**src/hw/rtl/assert_macros.svh**
```systemverilog
// ----------------------------------------------------------------------------
// assert_macros.svh
// Concurrent assertion macros; define NO_ASSERTIONS to compile them out.
// ----------------------------------------------------------------------------
`ifndef ASSERT_MACROS_SVH
`define ASSERT_MACROS_SVH

`ifndef NO_ASSERTIONS

// Condition a implies condition c in the same cycle.
`define ASSERT_SAME(label, clk, rst, a, c) \
  label: assert property (@(posedge clk) disable iff (rst) (a) |-> (c)) \
    else $error("assertion failed");

// Condition a implies condition c in the next cycle.
`define ASSERT_NEXT(label, clk, rst, a, c) \
  label: assert property (@(posedge clk) disable iff (rst) (a) |=> (c)) \
    else $error("assertion failed");

`else

`define ASSERT_SAME(label, clk, rst, a, c)
`define ASSERT_NEXT(label, clk, rst, a, c)

`endif

`endif

```
**src/hw/rtl/tbp_pkg.sv**
```systemverilog
// ----------------------------------------------------------------------------
// tbp_pkg
// Types, constants and counter helpers shared by the predictor modules.
// ----------------------------------------------------------------------------
package tbp_pkg;

  localparam int PC_W        = 64;
  localparam int QUEUE_DEPTH = 2;
  localparam int QPTR_W      = $clog2(QUEUE_DEPTH);

  localparam logic [PC_W-1:0] PC_STEP        = 64'd4;
  localparam logic [PC_W-1:0] ENTRY_INIT_TAG = 64'd2;
  localparam logic [1:0]      CNT_INIT       = 2'd2;
  localparam logic [1:0]      CNT_WEAK_TAKEN = 2'd2;
  localparam logic [1:0]      CNT_WEAK_NOT   = 2'd1;
  localparam logic [1:0]      CNT_MAX        = 2'd3;
  localparam logic [1:0]      CNT_MIN        = 2'd0;

  localparam logic OP_RESOLVE = 1'b1;

  // Classified transaction handed from the front to the back.
  typedef struct packed {
    logic            resolve;
    logic            taken;
    logic [PC_W-1:0] pc;
  } item_t;

  // One table entry.
  typedef struct packed {
    logic [PC_W-1:0] tag;
    logic [1:0]      count;
  } entry_t;

  // Queue fill status seen by the front.
  typedef struct packed {
    logic full;
    logic nonempty;
  } q_stat_t;

  typedef enum logic [1:0] {
    ST_CLEAR,
    ST_IDLE,
    ST_APPLY
  } bk_state_t;

  function automatic logic [1:0] sat_up(input logic [1:0] c);
    return (c == CNT_MAX) ? CNT_MAX : c + 2'd1;
  endfunction

  function automatic logic [1:0] sat_down(input logic [1:0] c);
    return (c == CNT_MIN) ? CNT_MIN : c - 2'd1;
  endfunction

endpackage

```
**src/hw/rtl/tbp_front.sv**
```systemverilog
// ----------------------------------------------------------------------------
// tbp_front
// Accept branch transactions, classify outcome, push into the queue.
// ----------------------------------------------------------------------------
module tbp_front (
  input  logic                  in_valid,
  output logic                  in_stall,
  input  logic                  opcode,
  input  logic [63:0]           branch_pc,
  input  logic [63:0]           target_pc,
  input  logic                  clearing,
  input  tbp_pkg::q_stat_t      q_stat,
  output logic                  push,
  output tbp_pkg::item_t        item
);
  import tbp_pkg::*;

  // Hold off while the table is swept or the queue has no room.
  assign in_stall = clearing | q_stat.full;
  assign push     = in_valid & ~in_stall;

  always_comb begin
    item.resolve = (opcode == OP_RESOLVE);
    item.taken   = (target_pc != (branch_pc + PC_STEP));
    item.pc      = branch_pc;
  end

endmodule

```
**config.mk**
```make
export PLATFORM = sky130hd
export DESIGN_NAME = tbp_front
export DESIGN_NICKNAME = d
export VERILOG_FILES = /design/src/hw/rtl/assert_macros.svh /design/src/hw/rtl/tbp_pkg.sv /design/src/hw/rtl/tbp_front.sv
export SDC_FILE = /design/constraint.sdc
export NUM_CORES = 1
export LEC_CHECK = 0
export ABC_AREA = 0
export BUFFER_PORTS_ARGS = -buffer_cell sky130_fd_sc_hd__buf_2
export CAP_MARGIN = 20
export CORE_ASPECT_RATIO = 1.4
export CORE_MARGIN = 5
export CORE_UTILIZATION = 35
export DETAILED_ROUTE_END_ITERATION = 8
export PLACE_DENSITY = 0.8
export SLEW_MARGIN = 15
export SYNTH_ARGS = -nofsm -noshare
export SYNTH_HDL_FRONTEND = slang
export SYNTH_SLANG_ARGS = --single-unit
```
**constraint.sdc**
```tcl
create_clock -name vclk -period 4.6
set_input_delay 0.92 -clock vclk [all_inputs]
set_output_delay 0.92 -clock vclk [all_outputs]
set_load 0.1 [all_outputs]
```
**Yosys cells after proc, flatten, opt, wreduce, memory -nomap -nowiden**

Cells that the tools add are included.

- Bits in registers: 0
- Bits in latches: 0
- RAM bits: 0
- Bits in read-only memories: 0
- Output and inout bits: 68
- Memories: 0

- Add/subtract/negate cells: 1
- Multipliers: 0
- Divide/modulo/power cells: 0
- $lt $le $gt $ge: 0
- Eq/ne operators: 1
- Shifts and indexed selects: 0
- Multiplexer cells: 0
- Bitwise logic cells: 3
- Reduce and logical (&&, ||, !) cells: 0

Operators by type and width:

| cell | count |
|---|---|
| adder 64 x 3 -> 64 bit, second input constant | 1 |
| inequality test 64 bit | 1 |
| AND 1 bit | 1 |
| NOT 1 bit | 1 |
| bitwise OR 1 bit | 1 |

**Longest topological paths before layout**

Gate-level depths: netlist of run 1.

- Depth after elaboration: 3
- Gate-level depth with buffers: 11

**Least setup slack after synthesis of run 1**

No wires, ideal clock.

- Path type: input port to output port
- Start: input branch_pc[17]
- End: output item[64] (netlist bit)
- Arrival: 4,072 ps
- Required time: 3,680 ps
- Path slack: -392 ps
- Stages: 11
- Cell sequence: clkbuf_1 > nand3_1 > or3_1 > buf_2 > or2_1 > buf_6 > or4b_4 > a221oi_2 > nand4_1 > nor4_2 > nand4_1

RTL lines:

| what | RTL line | RTL |
|---|---|---|
| start, declared | tbp_front.sv:9 | `input logic [63:0] branch_pc,` |
| end, declared | tbp_front.sv:14 | `output tbp_pkg::item_t item` |

==> results of run 1 <==
[timing repair]
action / in CTS / in global routing
hold buffers: 0 / 0
resized for setup: 0 / 4
endpoints found under the setup margin: 0 / 1
[power by group]
part	internal, mW	total (mW)	switching, mW
Combinational	0.138	0.502	0.365
Sequential	0	0	0
Clock	0	0	0
Total	0.138	0.502	0.365
[worst max-delay path, cell delays in order]
cell and delay, ns:
buf_2 0.18, nand4_4 0.13, or3_1 0.45, or2_1 0.35
or4b_4 0.54, a221oi_2 0.23, nand4_1 0.14, nor4_2 0.19
nand4_1 0.15, buf_4 0.27
[metal layers]
| layer | GRT usage [%] | vias up |
|---|---|---|
| met5 | 0 | - |
| met1 | 20.69 | 1477 |
| met2 | 38.51 | 170 |
| li1 | - | 1635 |
| met4 | 4.292 | 0 |
| met3 | 2.023 | 14 |
[worst paths after layout]
kind | from | to | slack, ns | cells after the start
hold / removal | opcode | item[65] | 1.84 | 0
setup / recovery | branch_pc[10] | item[64] | 0.14 | 10
[cell type report]
type	instances	area, um^2	share of cell area (%)
Multi-Input combinational cell	311	2146	63.54
Inverter	11	41.29	1.223
Tap cell	97	121.4	3.594
Timing Repair Buffer	208	1069	31.64
[kinds of logic after synthesis]
| kind of cell | count (synthesis) | synth area share, % |
|---|---|---|
| adder cells (fa/ha/maj) | 1 | 0.4650 |
| AND/OR/NAND/NOR | 169 | 35.16 |
| XOR/XNOR | 94 | 30.60 |
| AO/OA/AOI/OAI | 41 | 10.47 |
| buffers and inverters | 83 | 21.02 |
| multiplexers | 6 | 2.279 |
[cell usage in the layout, fill, tap and decap left out, drive strengths merged, types with 5 or more instances in the layout]
cell	instances
buf	208
xnor2	69
nand3	35
nand4	29
xor2	25
nor2	23
nand2	20
nor4	15
nor3	13
inv	11
and3	8
a21oi	8
a31oi	8
and4	6
o21ai	6
mux2i	5
[stage by stage]
stage	cell area [um^2]	setup TNS, ns	util (%)	hold slack, ns	cells
finish	3377	0	45.59	1.840	627
global route	3377	0	45.59	1.841	627
CTS	3364	0	45.42	1.841	627
detailed placement	3364	0	45.42	1.841	627
global placement	3364	0	45.42	1.841	627
floorplan	2718	-0.1328	-	2.052	394
==> impl_metrics.toml, run 1 <==
[grt]
gr-usage-all-layers_pct = 19.03
overflow = 0
number_of_global_route_vias_before_repair = 3307
wire_length_of_the_first_global_routing_pass_um = 15500
grt_max_degree = 10
antenna_found_initial = 0

[drt]
met2WireLength_um = 5376
highest-signal-layer = "met4"
drt_drc_violations_left = 0
drtIter0Drc = 155
drt_pass1_iterations = 5
vias_per_cell = 5.257
detailroute.via_count = 3296
antenna_violating_nets_post_route = 0
avgRoutedWirePerCell_um = 15.75
route.layer.met1.wl_um = 3494
drt-total-wl_um = 9875
dr_wl_met3_um = 788

[cells_and_area]
numSequentialCells = 0
antenna_cells = 0
num-clock-buffers = 0
flow.area_growth_from_synthesis_pct = 25.53
num-nets-final = 666
drive_gt1_share_pct = 42.08
regArea_um2 = 0
n_fill_cell = 801

[run_status]
status = "finished clean"

[timing]
layout_setup_ws_ns = 0.1384
setup_viol = 0
max_freq_mhz = 224.1
hold_viol = 0
final_period_minus_worst_setup_slack_ns = 4.462
final_slew_violations = 0
remaining_max_slew_budget_at_the_tightest_pin_pct = 61.78
final.period_utilization_pct = 96.99
timing_worst_slew_pin_value_ns = 0.5653
unrepaired_setup_endpoints_after_global_routing = "false"

[placement]
place.detailed.hpwl_um = 8696
dp_worst_setup_slack_ns = 0.1350
portBuffers = 198
routabilityCongestion = 0.9233

[power_and_ir_drop]
finalPower_uw = 502.5
total_leakage_power_nw = 1.453
power_per_cell_area_nw_per_um2 = 148.8
peak_vdd_ir_mv = 0.09096

[logic_synthesis]
post_synth_instance_area_um2 = 2690
synth-warning-count = 0
yosysTopAreaCellShare_pct = 22.47
yosys.cell_types.count = 51
synth-seq-area-share_pct = 0
synthesis.instances = 394
syn_nets = 528
post-synth-top-count-cell = "xnor2_1"
yosys-top-cells-area = "xnor2_1, buf_4, xor2_1"
yosysTopAreaCell = "xnor2_1"
post_synth_most_frequent_cells = "xnor2_1, buf_4, nand3_1"
postSynthAreaPerCell_um2 = 6.828

[floorplan]
placement_rows = 37
floorplan.io_pins = 201
core_um2 = 7407
fp.dieArea_um2 = 9564
die_width_um = 84.10
die_y_um = 113.7
floorplan.initialDensity_pct = 36.32

[min_path]
hold_path.class = "input port to output port"

[flow_run]
cap_viol_max_count = 0

[setup_path]
required_ns = 3.68
cp-end-kind = "output port"
criticalPathCategory = "input port to output port"
setup.worst_path.start_class = "input port"
cp_max_fo = 8
cp_arrival_ns = 3.54

[clock_network]
number_of_post_cts_setup_repair_buffers = 0
Power figures use the tool's default switching activity.
==> run 2, diff against run 1 <==
--- a/config.mk
+++ b/config.mk
@@ -10,9 +10,9 @@
 export CAP_MARGIN = 20
 export CORE_ASPECT_RATIO = 1.4
 export CORE_MARGIN = 5
-export CORE_UTILIZATION = 35
+export CORE_UTILIZATION = 25
 export DETAILED_ROUTE_END_ITERATION = 8
-export PLACE_DENSITY = 0.8
+export PLACE_DENSITY = 0.63
 export SLEW_MARGIN = 15
 export SYNTH_ARGS = -nofsm -noshare
 export SYNTH_HDL_FRONTEND = slang
==> run 2 against run 1 <==
Effect of this change:
- non-clock buffer count rose by 5
- die area increased by 36%
- sequential share of layout area did not move
- first-iteration DRC count fell by 30%
- setup slack improved by 0.053 ns
- utilization shrank 12 points
- hold slack about the same
- critical path type unchanged
- largest cell class unchanged
- largest power group unchanged
==> impl_metrics.toml, run 2 (synthesis results as in run 1) <==
[run_status]
status = "finished clean"

[timing]
setup_viol = 0
post_route_worst_hold_slack_ns = 1.840
unrepaired_setup_endpoints_after_global_routing = "false"
final_period_minus_worst_setup_slack_ns = 4.408
final_slew_violations = 0
remaining_max_slew_budget_at_the_tightest_pin_pct = 63.45
max_freq_mhz = 226.8
timing_worst_slew_pin_value_ns = 0.5407
final.period_utilization_pct = 95.84
hold_viol = 0

[setup_path]
cp-end-kind = "output port"
cp_num_cells = 11
required_ns = 3.68
criticalPathCategory = "input port to output port"
critPathSlowestCell = "or3_1"
timing.critical_path.cells = "buf_2 > nand4_4 > or3_1 > nor4_1 > buf_4 > xnor2_1 > nor4_1 > nand4_1 > nor4_2 > nand4_1 > buf_4"
critPathBufInv = 3
cp_max_fo = 7
path_delay_family = "simple AND/OR/NAND/NOR gates"
setup.worst_path.start_class = "input port"
timing.critical_path.from = "branch_pc[11]"
worst_setup_path_endpoint = "item[64]"
cp_arrival_ns = 3.49
critical-path-max-stage-delay_ns = 0.47

[floorplan]
core_um2 = 10460
floorplan.initialDensity_pct = 25.72
die_width_um = 97.67
placement_rows = 44
floorplan.io_pins = 201
die_y_um = 132.7
fp.dieArea_um2 = 12960

[power_and_ir_drop]
peak_vdd_ir_mv = 0.07045
total_leakage_power_nw = 1.476
power_per_cell_area_nw_per_um2 = 145.3

[grt]
wire_length_of_the_first_global_routing_pass_um = 15990
antenna_found_initial = 0
overflow = 0
number_of_global_route_vias_before_repair = 3353
grt_max_degree = 10
gr-usage-all-layers_pct = 14.54

[min_path]
hold_path.class = "input port to output port"
worstHoldStart = "opcode"

[cells_and_area]
drive_gt1_share_pct = 42.62
multi_input_area_um2 = 2146
num-nets-final = 671
final_common_cell = "buf_2"
fin_cells = 673
antenna_cells = 0
flow.area_growth_from_synthesis_pct = 28.84
regArea_um2 = 0
num-clock-buffers = 0
numSequentialCells = 0
final_cell_mix = "buf_2, xnor2_1, nand3_1"
fin_util_pct = 33.13
n_fill_cell = 1198

[placement]
portBuffers = 198
place_inst = 673
routabilityCongestion = 0.9244
place.detailed.hpwl_um = 9270

[drt]
detailroute.via_count = 3303
drt_drc_violations_left = 0
antenna_violating_nets_post_route = 0
drtIter0Drc = 108
drt-total-wl_um = 10380
avgRoutedWirePerCell_um = 15.42
vias_per_cell = 4.908
drt_pass1_iterations = 4

[clock_network]
ctsResizeCount = 0
number_of_post_cts_setup_repair_buffers = 0
post_cts_hold_buffer_count = 0

[flow_run]
cap_viol_max_count = 0
-- run 2: cell types whose count changed in the layout (fill, tap and decap cells not counted), sizes merged --
cell  change
buf       +5
-- run 2: cell type report --
cell class | count | area share [%]
inverter | 11 | 1.191
multi-input combinational | 311 | 61.91
tap | 138 | 4.982
timing repair buffer | 213 | 31.91
-- run 2: layer usage --
| layer | vias up | track usage (%) | part of all wire [%] |
|---|---|---|---|
| met1 | 1495 | 16.30 | 38 |
| met5 | - | 0 | 0 |
| met2 | 156 | 28.26 | 51 |
| li1 | 1639 | - | - |
| met3 | 13 | 2.475 | 7.9 |
| met4 | 0 | 3.079 | 2.5 |
-- run 2: worst min path at each step --
stage	endpoint	slack [ns]	cells after the start
floorplan	item[0]	2.05	1
global placement	item[65]	1.84	0
detailed placement	item[65]	1.84	0
CTS	item[65]	1.84	0
global route	item[65]	1.84	0
finish	item[65]	1.84	0
-- run 2: where the power goes --
part,internal (mW),switching [mW]
clock,0,0
sequential,0,0
combinational,0.138,0.366
total,0.138,0.366
-- run 2: metrics by stage --
step	cell area [um^2]	worst slack, ns	setup TNS, ns	power [mW]
floorplan	2718	-0.1328	-0.1328	0.4010
global placement	3453	0.1025	0	0.5009
detailed placement	3453	0.06577	0	0.5045
CTS	3453	0.04301	0	0.5062
global route	3466	0.02191	0	0.5334
finish	3466	0.1915	0	0.5037
