===== config.mk =====
export PLATFORM = sky130hd
export DESIGN_NAME = tbp_queue
export DESIGN_NICKNAME = d
export VERILOG_FILES = /design/src/hw/rtl/assert_macros.svh /design/src/hw/rtl/tbp_pkg.sv /design/src/hw/rtl/tbp_queue.sv
export SDC_FILE = /design/constraint.sdc
export NUM_CORES = 1
export LEC_CHECK = 0
export BUFFER_PORTS_ARGS = -buffer_cell sky130_fd_sc_hd__buf_4
export CORE_AREA = 2 2 121 123
export CTS_BUF_LIST = sky130_fd_sc_hd__clkbuf_8
export DETAILED_ROUTE_END_ITERATION = 12
export DIE_AREA = 0 0 123 125
export PLACE_DENSITY_LB_ADDON = 0.1
export SETUP_SLACK_MARGIN = 0.15
export SYNTH_ARGS = -nofsm -noshare
export SYNTH_HDL_FRONTEND = slang
export SYNTH_SLANG_ARGS = --single-unit
export TNS_END_PERCENT = 30

===== constraint.sdc =====
create_clock -name clk -period 3.9 [get_ports clk]
set_input_delay 0.39 -clock clk [delete_from_list [all_inputs] [get_ports clk]]
set_output_delay 0.39 -clock clk [all_outputs]
set_load 0.05 [all_outputs]

===== src/hw/rtl/assert_macros.svh =====
// ----------------------------------------------------------------------------
// assert_macros.svh
// Concurrent assertion macros; define NO_ASSERTIONS to compile them out.
// ----------------------------------------------------------------------------
`ifndef ASSERT_MACROS_SVH
`define ASSERT_MACROS_SVH

`ifndef NO_ASSERTIONS

// Condition a implies condition c in the same cycle.
`define ASSERT_SAME(label, clk, rst, a, c) \
  label: assert property (@(posedge clk) disable iff (rst) (a) |-> (c)) \
    else $error("assertion failed");

// Condition a implies condition c in the next cycle.
`define ASSERT_NEXT(label, clk, rst, a, c) \
  label: assert property (@(posedge clk) disable iff (rst) (a) |=> (c)) \
    else $error("assertion failed");

`else

`define ASSERT_SAME(label, clk, rst, a, c)
`define ASSERT_NEXT(label, clk, rst, a, c)

`endif

`endif


===== src/hw/rtl/tbp_pkg.sv =====
// ----------------------------------------------------------------------------
// tbp_pkg
// Types, constants and counter helpers shared by the predictor modules.
// ----------------------------------------------------------------------------
package tbp_pkg;

  localparam int PC_W        = 64;
  localparam int QUEUE_DEPTH = 2;
  localparam int QPTR_W      = $clog2(QUEUE_DEPTH);

  localparam logic [PC_W-1:0] PC_STEP        = 64'd4;
  localparam logic [PC_W-1:0] ENTRY_INIT_TAG = 64'd2;
  localparam logic [1:0]      CNT_INIT       = 2'd2;
  localparam logic [1:0]      CNT_WEAK_TAKEN = 2'd2;
  localparam logic [1:0]      CNT_WEAK_NOT   = 2'd1;
  localparam logic [1:0]      CNT_MAX        = 2'd3;
  localparam logic [1:0]      CNT_MIN        = 2'd0;

  localparam logic OP_RESOLVE = 1'b1;

  // Classified transaction handed from the front to the back.
  typedef struct packed {
    logic            resolve;
    logic            taken;
    logic [PC_W-1:0] pc;
  } item_t;

  // One table entry.
  typedef struct packed {
    logic [PC_W-1:0] tag;
    logic [1:0]      count;
  } entry_t;

  // Queue fill status seen by the front.
  typedef struct packed {
    logic full;
    logic nonempty;
  } q_stat_t;

  typedef enum logic [1:0] {
    ST_CLEAR,
    ST_IDLE,
    ST_APPLY
  } bk_state_t;

  function automatic logic [1:0] sat_up(input logic [1:0] c);
    return (c == CNT_MAX) ? CNT_MAX : c + 2'd1;
  endfunction

  function automatic logic [1:0] sat_down(input logic [1:0] c);
    return (c == CNT_MIN) ? CNT_MIN : c - 2'd1;
  endfunction

endpackage


===== src/hw/rtl/tbp_queue.sv =====
// ----------------------------------------------------------------------------
// tbp_queue
// Short FIFO between the front and the back.
// ----------------------------------------------------------------------------
module tbp_queue (
  input  logic             clk,
  input  logic             rst,
  input  logic             push,
  input  tbp_pkg::item_t   push_item,
  input  logic             pop,
  output tbp_pkg::item_t   head,
  output tbp_pkg::q_stat_t stat
);
  import tbp_pkg::*;

  item_t             slots [QUEUE_DEPTH];
  logic [QPTR_W-1:0] wr_ptr;
  logic [QPTR_W-1:0] rd_ptr;
  logic [QPTR_W:0]   fill;

  always_ff @(posedge clk) begin
    if (rst) begin
      wr_ptr <= '0;
      rd_ptr <= '0;
      fill   <= '0;
    end else begin
      if (push) wr_ptr <= wr_ptr + 1'b1;
      if (pop)  rd_ptr <= rd_ptr + 1'b1;
      if (push && !pop)      fill <= fill + 1'b1;
      else if (pop && !push) fill <= fill - 1'b1;
    end
  end

  always_ff @(posedge clk) begin
    if (push) slots[wr_ptr] <= push_item;
  end

  assign head          = slots[rd_ptr];
  assign stat.full     = (fill == (QPTR_W+1)'(QUEUE_DEPTH));
  assign stat.nonempty = (fill != '0);

endmodule


# Yosys cells after proc, flatten, opt, wreduce, memory -nomap -nowiden
# Memories as Yosys holds them, arrays and structs flattened. A register that Yosys moved wholly into a read port is not among the register bits.
# Cells that the tools add are included.
[op_classes]
add_sub_neg = 4
n_eq_ne = 1
mux = 6
n_reduce_logical = 6
[ops]
columns = ["op", "n"]
rows = [
  ["1-bit 2-to-1 mux", 4],
  ["2-bit 2-to-1 mux", 2],
  ["2-bit nonzero test", 2],
  ["1-bit adder, second input constant", 2],
  ["2-bit by 1-bit adder with 2-bit output, second input constant", 1],
  ["2-bit == test, second input constant", 1],
  ["1-bit logical AND", 2],
  ["1-bit logical NOT", 2],
  ["2-bit by 1-bit subtractor with 2-bit output, second input constant", 1],
]
[totals]
regBits = 4
mem_bits_rw = 132
input_bits = 70
out_inout_bits = 68
elab_cells = 21
n_memories = 1
[mem_list]
columns = ["name", "words", "word_bits", "read_ports", "rd_ports_with_merged_regs", "wr", "line", "text"]
rows = [
  ["slots", 2, 66, 1, 1, 1, "tbp_queue.sv:16", "item_t slots [QUEUE_DEPTH];"],
]

# Depth between registers and ports, before layout
# Gate-level depths: netlist (run 1).
[depth]
depth_word = 4
ltp_mapped = 5
ltp_nobuf = 5

# Least setup slack after synthesis (run 1)
# Ideal clock, no wire load.
[synth_path]
kind = "input -> register"
startpoint = "in push"
endpoint = "mem slots[0][0] (netlist name), enable pin"
setup_ns = 0.498
t_arrival_ns = 3.290
required_ns = 3.402
path_slack_ns = 0.112
path_stages = 1
n_path_buf = 0
cell_sequence = "nor2b_1"
[synth_via]
elab_chain_cells = 2
[synth_lines]
columns = ["item", "line", "text"]
rows = [
  ["start: declaration", "tbp_queue.sv:8", "input logic push,"],
  ["1-bit 2-to-1 mux", "tbp_queue.sv:35", "if (push) slots[wr_ptr] <= push_item;"],
  ["1-bit 2-to-1 mux (not written as such)", "tbp_queue.sv:35", ""],
  ["end: declaration", "tbp_queue.sv:16", ""],
]
# Every way passes these cells.

==> results of run 1 <==
==> power breakdown <==
part           switching (W)  leakage [nW]  internal [W]
sequential         0.0000476          1.28       0.00172
combinational       0.000403         0.977      0.000230
clock               0.000473         0.174      0.000468
==> metal layers <==
layer,track usage [%],vias up,share of wire [%]
met5,0,-,0
met4,5.82,0,1.7
met3,6.48,12,10
met2,18.8,98,46
met1,14.3,1249,42
li1,-,1186,-
==> stage by stage <==
stage	setup slack (ns)	cell area (sq um)	std cells	total power [W]	hold WS [ns]
after floorplan	1.35	4990	227	0.00222	0.456
after global routing	1.29	6510	571	0.00349	0.100
after CTS	1.35	6510	571	0.00340	0.101
final	1.44	6510	571	0.00334	0.142
after detailed placement	1.84	6200	543	0.00244	0.492
after global placement	1.84	6200	543	0.00243	0.480
==> cells in the final DEF (no fill, tap or decap) <==
master | synthesis | final
a21oi_1 | 1 | 1
and2_4 | 0 | 1
and2b_2 | 1 | 1
buf_4 | 0 | 139
bufinv_16 | 0 | 1
clkbuf_8 | 0 | 17
clkinv_1 | 0 | 3
clkinv_2 | 0 | 3
dfxtp_1 | 5 | 4
dfxtp_4 | 0 | 1
edfxtp_1 | 132 | 132
ha_1 | 1 | 1
inv_1 | 1 | 5
mux2_2 | 66 | 66
nor2_1 | 4 | 4
nor2b_4 | 0 | 1
o21ai_0 | 1 | 1
or2_2 | 1 | 1
or3_1 | 1 | 1
xnor2_1 | 2 | 2
xor2_1 | 2 | 2
==> registers in the layout, summed over array words and instances, names as in the netlist, named ones only <==
register	cells
wr_ptr	1
fill	2
rd_ptr	1
slots	132
==> cell families (layout without fill, tap and decap cells) <==
family,count (synthesis),after routing
compound gates,2,2
simple gates,9,9
flops,137,137
fa+ha+maj,1,1
xor+xnor,4,4
buf+inv,8,168
mux,66,66
==> worst max-delay path, cell delays in order (launching register included) <==
cell	delay (ns)
dfxtp_4	0.97
mux2_2	0.45
buf_4	0.20
==> layout make-up <==
class | instances | area [sq um]
Tap cell | 184 | 230
Clock buffer | 17 | 234
Inverter | 1 | 3.75
Fill cell | 1303 | 7690
Timing Repair Buffer | 139 | 1040
Sequential cell | 137 | 4070
Clock inverter | 11 | 71.3
Multi-Input combinational cell | 82 | 860
==> final timing paths <==
check | start | end | slack [ns] | depth (start not counted)
hold / removal | push_item[7] | slots[1][7] | 0.14 | 1
setup reg to reg | wr_ptr | slots[1][28] | 2.25 | 1
setup / recovery | register | head[18] | 1.44 | 2
hold reg to reg | fill[1] | fill[1] | 0.50 | 2
==> impl_metrics.toml, run 1 <==
[placement]
place.gp.congestion = 0.650
port_buffers = 137
dpl.hpwl_microns = 5330

[final_layout]
drive_above_1_share_pct = 59.7
finalNetCount = 449
utilization_pct = 45.8
antenna_cells = 0
areaGrowthSynthToFinish_pct = 30.6

[yosys]
synth.top_cell.area_share_pct = 79.5
synth_common_cells = "132 x edfxtp_1, 66 x mux2_2, 5 x buf_6, 5 x dfxtp_1, 4 x nor2_1"
synth-seq-cells = 137
avgSynthCellArea_sq_um = 22.0
yosys.cell_count.top_type = "edfxtp_1"
muxShareOfSynthArea_pct = 14.9
yosys_warnings = 0
synthDistinctLibCells = 17
async_reset_ff_share_pct = 0
synth-xor-area-share_pct = 0.703
syn_nets = 298
synth_top_area_cell = "edfxtp_1"
syn-cell-area_sq_mm = 0.00498
synth_area_leaders = "edfxtp_1 80%, mux2_2 15%, dfxtp_1 2.0%"
yosysSeqAreaShare_pct = 81.5
synth_top_family_by_area = "multiplexers"
synth_compound_area_share_pct = 0.201
synth-main-ff-cell = "edfxtp_1"
synth_simple_gate_area_share_pct = 0.979
synth-edff-count = 132
synthCells = 227
synthAdderAreaFrac_pct = 0.251

[worst_hold_path]
hold_path.class = "primary input to register"

[die]
die_x_microns = 123
pin_count = 138
die_h_microns = 125
dieArea_sq_mm = 0.0154
core_sq_mm = 0.0142
placementRows = 44
initial_core_util_pct = 35.1

[critical_path]
critPathLaunchType = "register"
crit_type = "register to primary output"
critPathRequiredTime_ns = 3.51
crit_path_max_fanout = 66
arrival_ns = 2.07
end_kind = "primary output"

[sta]
hold_viol = 0
finalSetupTns_ns = 0
timing.fmax_ghz = 0.406
relSlewSlack_pct = 35.6
fin_skew_ns = 0.00578
setup_viol = 0
min_period_over_period_pct = 63.2
slew_viol_final = 0
final.min_clock_period_ns = 2.46
rsz0062_at_grt = "no"
worst-slew-pin-transition_ns = 0.966

[pwr]
leakagePower_nw = 2.43
vdd.ir_drop.worst_mv = 0.236
power.density_mw_per_mm2 = 513

[cts]
cts_made_buffers = 17
cts_setup_buffers = 0
cts_num_sinks = 137
ctsResizeCount = 0
root_buffer = "clkbuf_8"
clk-insertion-delay-late_ns = 0.42
htree_levels = 4
clock_path_buffers = 2
cts_hold_buf = 0
cts_tree = "built"
clkSlewWorstSetupHoldPaths_ns = 0.07

[detailed_routing]
drtPass1Iterations = 4
drt_wl_total_microns = 8900
routedWlPerCell_microns = 15.6
drtIter0Drc = 178
vias = 2545
avgViaCountPerCell = 4.46
post-route-drc-count = 0
ant_nets = 0

[grt]
grt_pass1_vias = 2730
antenna_found_initial = 0
track_usage_pct = 12.3
gr-total-overflow = 0
grt_max_degree = 67
grt_first_pass_wirelength_microns = 13900

[job]
drv_cap = 0

[status]
outcome = "complete, no violations"
Power figures use the tool's default switching activity.
==> run 2: changes to the inputs <==
- ABC_AREA: default -> 1
- CORE_AREA: 2 2 121 123 -> 2 2 123 125
- DIE_AREA: 0 0 123 125 -> 0 0 125 127
- clock period: 3.9 -> 2.5 ns (I/O delays scaled with it)
==> impl_metrics.toml, run 2 <==
[sta]
relSlewSlack_pct = 60.0
worst-slew-pin-transition_ns = 0.599
setup_viol = 0
fin_skew_ns = 0.00824
min_period_over_period_pct = 82.8
whs_ns = 0.0851
hold_viol = 0
rsz0062_at_grt = "no"
timing.fmax_ghz = 0.483
slew_viol_final = 0
final.min_clock_period_ns = 2.07
finalSetupTns_ns = 0

[yosys]
synth-edff-count = 132
synth-main-ff-cell = "edfxtp_1"
muxShareOfSynthArea_pct = 17.3
synth.top_cell.area_share_pct = 77.0
synth-xor-area-share_pct = 0.170
yosys.cell_count.top_type = "edfxtp_1"
synth-seq-cells = 137
syn_nets = 309
synth_compound_area_share_pct = 0.194
yosys_warnings = 0
synthCells = 238
syn-cell-area_sq_mm = 0.00515
synth_area_leaders = "edfxtp_1 77%, mux2_4 12%, mux2_2 5.7%"
synth_top_area_cell = "edfxtp_1"
async_reset_ff_share_pct = 0
synth_simple_gate_area_share_pct = 1.19
synthAdderAreaFrac_pct = 0.243
avgSynthCellArea_sq_um = 21.6
yosysSeqAreaShare_pct = 78.9
synth_top_family_by_area = "multiplexers"
synth_common_cells = "132 x edfxtp_1, 40 x mux2_4, 26 x mux2_2"
synthDistinctLibCells = 16

[die]
die_x_microns = 125
dieArea_sq_mm = 0.0159
pin_count = 138
initial_core_util_pct = 35.7
die_h_microns = 127
core_sq_mm = 0.0144
placementRows = 44

[grt]
grt_max_degree = 28
grt_first_pass_wirelength_microns = 15000
gr-total-overflow = 0
grt_pass1_vias = 2959
track_usage_pct = 12.5
antenna_found_initial = 0

[critical_path]
end_kind = "primary output"
crit_path_max_fanout = 26
critPathRequiredTime_ns = 2.25
crit_type = "register to primary output"
arrival_ns = 1.82
critPathLaunchType = "register"

[job]
drv_cap = 0

[cts]
cts_tree = "built"
cts_setup_buffers = 0
clkSlewWorstSetupHoldPaths_ns = 0.06
clk-insertion-delay-late_ns = 0.43
root_buffer = "clkbuf_8"
cts_made_buffers = 17
htree_levels = 4
cts_num_sinks = 137
clock_path_buffers = 2

[pwr]
p_int_w = 0.00397
leakagePower_nw = 2.95
vdd.ir_drop.worst_mv = 0.402
power.density_mw_per_mm2 = 724
pwr-share-comb_pct = 20.5
p_sw_w = 0.00146
clockPowerShare_pct = 29.8
netSwitchingFraction_pct = 26.9
power_frac_seq_pct = 49.7

[final_layout]
layout_commonest_cell = "buf_4"
antenna_cells = 0
drive_above_1_share_pct = 49.7
fillers = 1211
areaGrowthSynthToFinish_pct = 45.6
largest-register = "slots"
finalNetCount = 531
reg_top3 = "slots (132), fill (2)"
layout_common_cells = "137 x buf_4, 132 x edfxtp_1, 67 x dlygate4sd3_1"
instances_no_fill = 657
largest_register_ffs = 132

[detailed_routing]
vias = 2814
post-route-drc-count = 0
ant_nets = 0
routedWlPerCell_microns = 14.6
drtPass1Iterations = 4
drt_wl_total_microns = 9610
drtIter0Drc = 71
avgViaCountPerCell = 4.28

[placement]
dp_cells = 558
dpl.hpwl_microns = 5980
place.gp.congestion = 0.668
port_buffers = 137

[status]
outcome = "complete, no violations"

[worst_hold_path]
hold_path.class = "primary input to register"
[run 2: changes by cell type after synthesis, sizes merged]
cell / previous run / this run
xnor2: 2 / 1
nor2b: 1 / 0
nand2: 0 / 6
and2b: 1 / 0
xor2: 2 / 0
or2: 1 / 0
or3: 1 / 0
nand3: 0 / 1
inv: 1 / 9
nand4: 0 / 1
and2: 1 / 0
nor2: 4 / 6
nor3: 0 / 1
[run 2: per-layer routing]
layer  global-route usage, %  up-vias  routed length, microns
li1                        -     1362                       -
met1                    15.1     1341                    4220
met2                    20.0       97                    4610
met3                    4.44       14                     593
met4                    6.08        0                     185
met5                       0        -                       0
[run 2: repair_timing]
action	4_1_cts	5_1_grt
hold endpoints to repair	135	0
hold buffers	67	0
resized for setup	0	0
[run 2: power by group through the flow]
| stage | clock network [W] | registers [W] | logic, W |
|---|---|---|---|
| floorplan | 0 | 0.00273 | 0.000722 |
| global placement | 0 | 0.00274 | 0.00104 |
| detailed placement | 0 | 0.00275 | 0.00104 |
| CTS | 0.00168 | 0.00270 | 0.00113 |
| global route | 0.00178 | 0.00271 | 0.00117 |
| finish | 0.00162 | 0.00270 | 0.00112 |
[run 2: layout make-up]
class	count	area, sq um	area share (%)
Sequential cell	137	4070	54.2
Timing Repair Buffer	210	1820	24.3
Multi-Input combinational cell	85	993	13.2
Clock buffer	17	234	3.12
Tap cell	184	230	3.07
Clock inverter	15	120	1.60
Inverter	9	33.8	0.451
[run 2: cells by family after synthesis]
family	count (synthesis)
muxes	66
xor gates and xnor gates	1
adders and majority gates	1
buffers and inverters	16
DFF	137
and+or+nand+nor	15
AOI/OAI and AO/OA	2
[run 2: worst paths after layout]
check | from | to | slack (ns) | depth (start not counted)
hold / removal | pop | register | 0.09 | 3
setup / recovery | register | head[60] | 0.43 | 3
hold reg to reg | rd_ptr | register | 0.51 | 2
setup reg to reg | wr_ptr | slots[0][27] | 1.06 | 2
[run 2: stage by stage]
stage / worst slack [ns] / instance area, sq um / utilization [%] / power (W)
after global placement: 0.837 / 6470 / 44.9 / 0.00378
after floorplan: 0.343 / 5160 / - / 0.00345
after global routing: 0.320 / 7500 / 52.0 / 0.00566
after CTS: 0.353 / 7500 / 52.0 / 0.00551
after detailed placement: 0.844 / 6470 / 44.9 / 0.00379
final: 0.431 / 7500 / 52.0 / 0.00543
[run 2: critical path: stages, from the launching register on]
cell	delay, ns
dfxtp_4	0.56
buf_12	0.27
mux2_2	0.36
buf_4	0.19
==> run 3: changes to the inputs <==
- clock period: 2.5 -> 2 ns (I/O delays scaled with it)
==> impl_metrics.toml, run 3 (synthesis results as in run 2) <==
[grt]
grt_max_degree = 44
use_met1_pct = 14.1
gr-total-overflow = 0
grt_util_met3_pct = 4.65
track_usage_pct = 12.3
gr-usage-met2_pct = 20.4
grt_first_pass_wirelength_microns = 14800
grt_busiest_layer = "met2"
antenna_found_initial = 0
grt_pass1_vias = 3035

[worst_hold_path]
hold_path.class = "primary input to register"
hp-start = "pop"
min_to = "rd_ptr"
min_path_cells = 3

[final_layout]
instances_no_fill = 668
layout_common_cells = "132 x edfxtp_1, 107 x buf_4, 67 x dlygate4sd3_1"
reg_top3 = "slots (132), fill (2)"
largest_register_ffs = 132
drive_above_1_share_pct = 51.7
areaGrowthSynthToFinish_pct = 52.6
final_area_sq_mm = 0.00786
largest-register = "slots"
layout_commonest_cell = "edfxtp_1"
antenna_cells = 0
fillers = 1192
finalNetCount = 542

[placement]
place.gp.congestion = 0.662
dp_cells = 558
dpl.hpwl_microns = 5710
port_buffers = 137
dpl_cell_area_sq_mm = 0.00644

[cts]
cts_num_sinks = 137
clk-insertion-delay-late_ns = 0.43
cts_made_buffers = 17
clkSlewWorstSetupHoldPaths_ns = 0.07
clock_path_buffers = 2
cts_tree = "built"
root_buffer = "clkbuf_8"
htree_levels = 4

[detailed_routing]
drt_wl_total_microns = 10300
vias = 2874
avgViaCountPerCell = 4.30
drtPass1Iterations = 4
drtIter0Drc = 150
ant_nets = 0
routedWlPerCell_microns = 15.4
post-route-drc-count = 0

[sta]
rsz0062_at_grt = "yes"
timing.fmax_ghz = 0.549
finalSetupTns_ns = 0
slew_viol_final = 0
final.min_clock_period_ns = 1.82
hold_viol = 0
fin_skew_ns = 0.00700
min_period_over_period_pct = 91.2
worst-slew-pin-transition_ns = 0.477
setup_viol = 0
relSlewSlack_pct = 68.2

[critical_path]
critPathLaunchType = "register"
path_cells = "buf_8 -> buf_12 -> mux2_2 -> buf_6"
end_kind = "primary output"
arrival_ns = 1.62
critPathRequiredTime_ns = 1.80
crit_path_max_fanout = 7
reg2reg_depth = 3
cp_slowest_cell = "dfxtp_4"
r2r-end = "slots[1][30]"
crit_type = "register to primary output"
crit_path_max_incr_delay_ns = 0.40
r2r_slack_ns = 0.69
regToRegStartpoint = "wr_ptr"

[die]
core_sq_mm = 0.0144
placementRows = 44
dieArea_sq_mm = 0.0159
die_h_microns = 127
die_x_microns = 125
initial_core_util_pct = 35.7
pin_count = 138

[job]
drv_cap = 0

[pwr]
power.density_mw_per_mm2 = 927
leakagePower_nw = 3.12
vdd.ir_drop.worst_mv = 0.549

[status]
outcome = "complete, no violations"
==> run 3: cell types whose count changed in the layout (fill, tap and decap cells not counted) <==
cell       delta
buf_16        +1
clkinv_4      -1
buf_12        -3
clkinv_1      -5
clkbuf_16     +4
inv_1         +1
clkbuf_8      +2
bufinv_16     +2
buf_4        -30
buf_6        +36
buf_8         +3
clkinv_2      +1
==> run 3: what timing repair did <==
action                                  in CTS  in global routing
resized for setup                            1                 41
hold buffers                                67                  0
endpoints found under the setup margin      38                 54
endpoints found under the hold margin      135                  0
setup buffers                                0                  3
cloned                                       0                  8
==> run 3: layer usage <==
metal | wire length (microns) | part of all wire (%)
met5 | 0 | 0
met1 | 4540 | 44
met3 | 614 | 6.0
met2 | 4970 | 48
met4 | 184 | 1.8
==> run 3: stage by stage <==
| stage | hold WS, ns | power (W) | worst slack (ns) | util, % |
|---|---|---|---|---|
| 6_report | 0.0449 | 0.00729 | 0.177 | 54.5 |
| 5_1_grt | 0.0514 | 0.00757 | 0.0975 | 54.5 |
| 4_1_cts | 0.00421 | 0.00723 | 0.0880 | 52.3 |
| 3_5_place_dp | 0.388 | 0.00473 | 0.577 | 44.6 |
| 3_3_place_gp | 0.385 | 0.00471 | 0.581 | 44.6 |
| 2_1_floorplan | 0.272 | 0.00432 | -0.157 | - |
==> run 3: final cells by class <==
cell class | count | area (sq um) | share of cell area (%)
Timing Repair Buffer | 221 | 2110 | 26.9
Inverter | 9 | 33.8 | 0.430
Clock buffer | 19 | 262 | 3.33
Multi-Input combinational cell | 85 | 993 | 12.6
Clock inverter | 13 | 161 | 2.05
Tap cell | 184 | 230 | 2.93
Sequential cell | 137 | 4070 | 51.8
==> run 3: worst max-delay path by stage <==
| stage | start | end | cells past startpoint | slack (ns) |
|---|---|---|---|---|
| detailed placement | register | head[54] | 3 | 0.58 |
| floorplan | wr_ptr | slots[1][0] | 2 | -0.16 |
| global placement | register | head[54] | 3 | 0.58 |
| CTS | register | head[54] | 3 | 0.09 |
| finish | register | head[58] | 4 | 0.18 |
| global route | register | head[57] | 4 | 0.1 |
==> run 3: critical path, delay by kind of cell (launching register included) <==
kind / cells / cell delay, ns
flops: 1 / 0.40
mux: 1 / 0.35
buf+inv: 3 / 0.44
==> run 3: power by group <==
group	switching [W]	internal [W]	total, W	leakage [nW]
clock	0.000978	0.00140	0.00237	0.232
sequential	0.0000396	0.00332	0.00336	1.28
combinational	0.000865	0.000691	0.00156	1.61
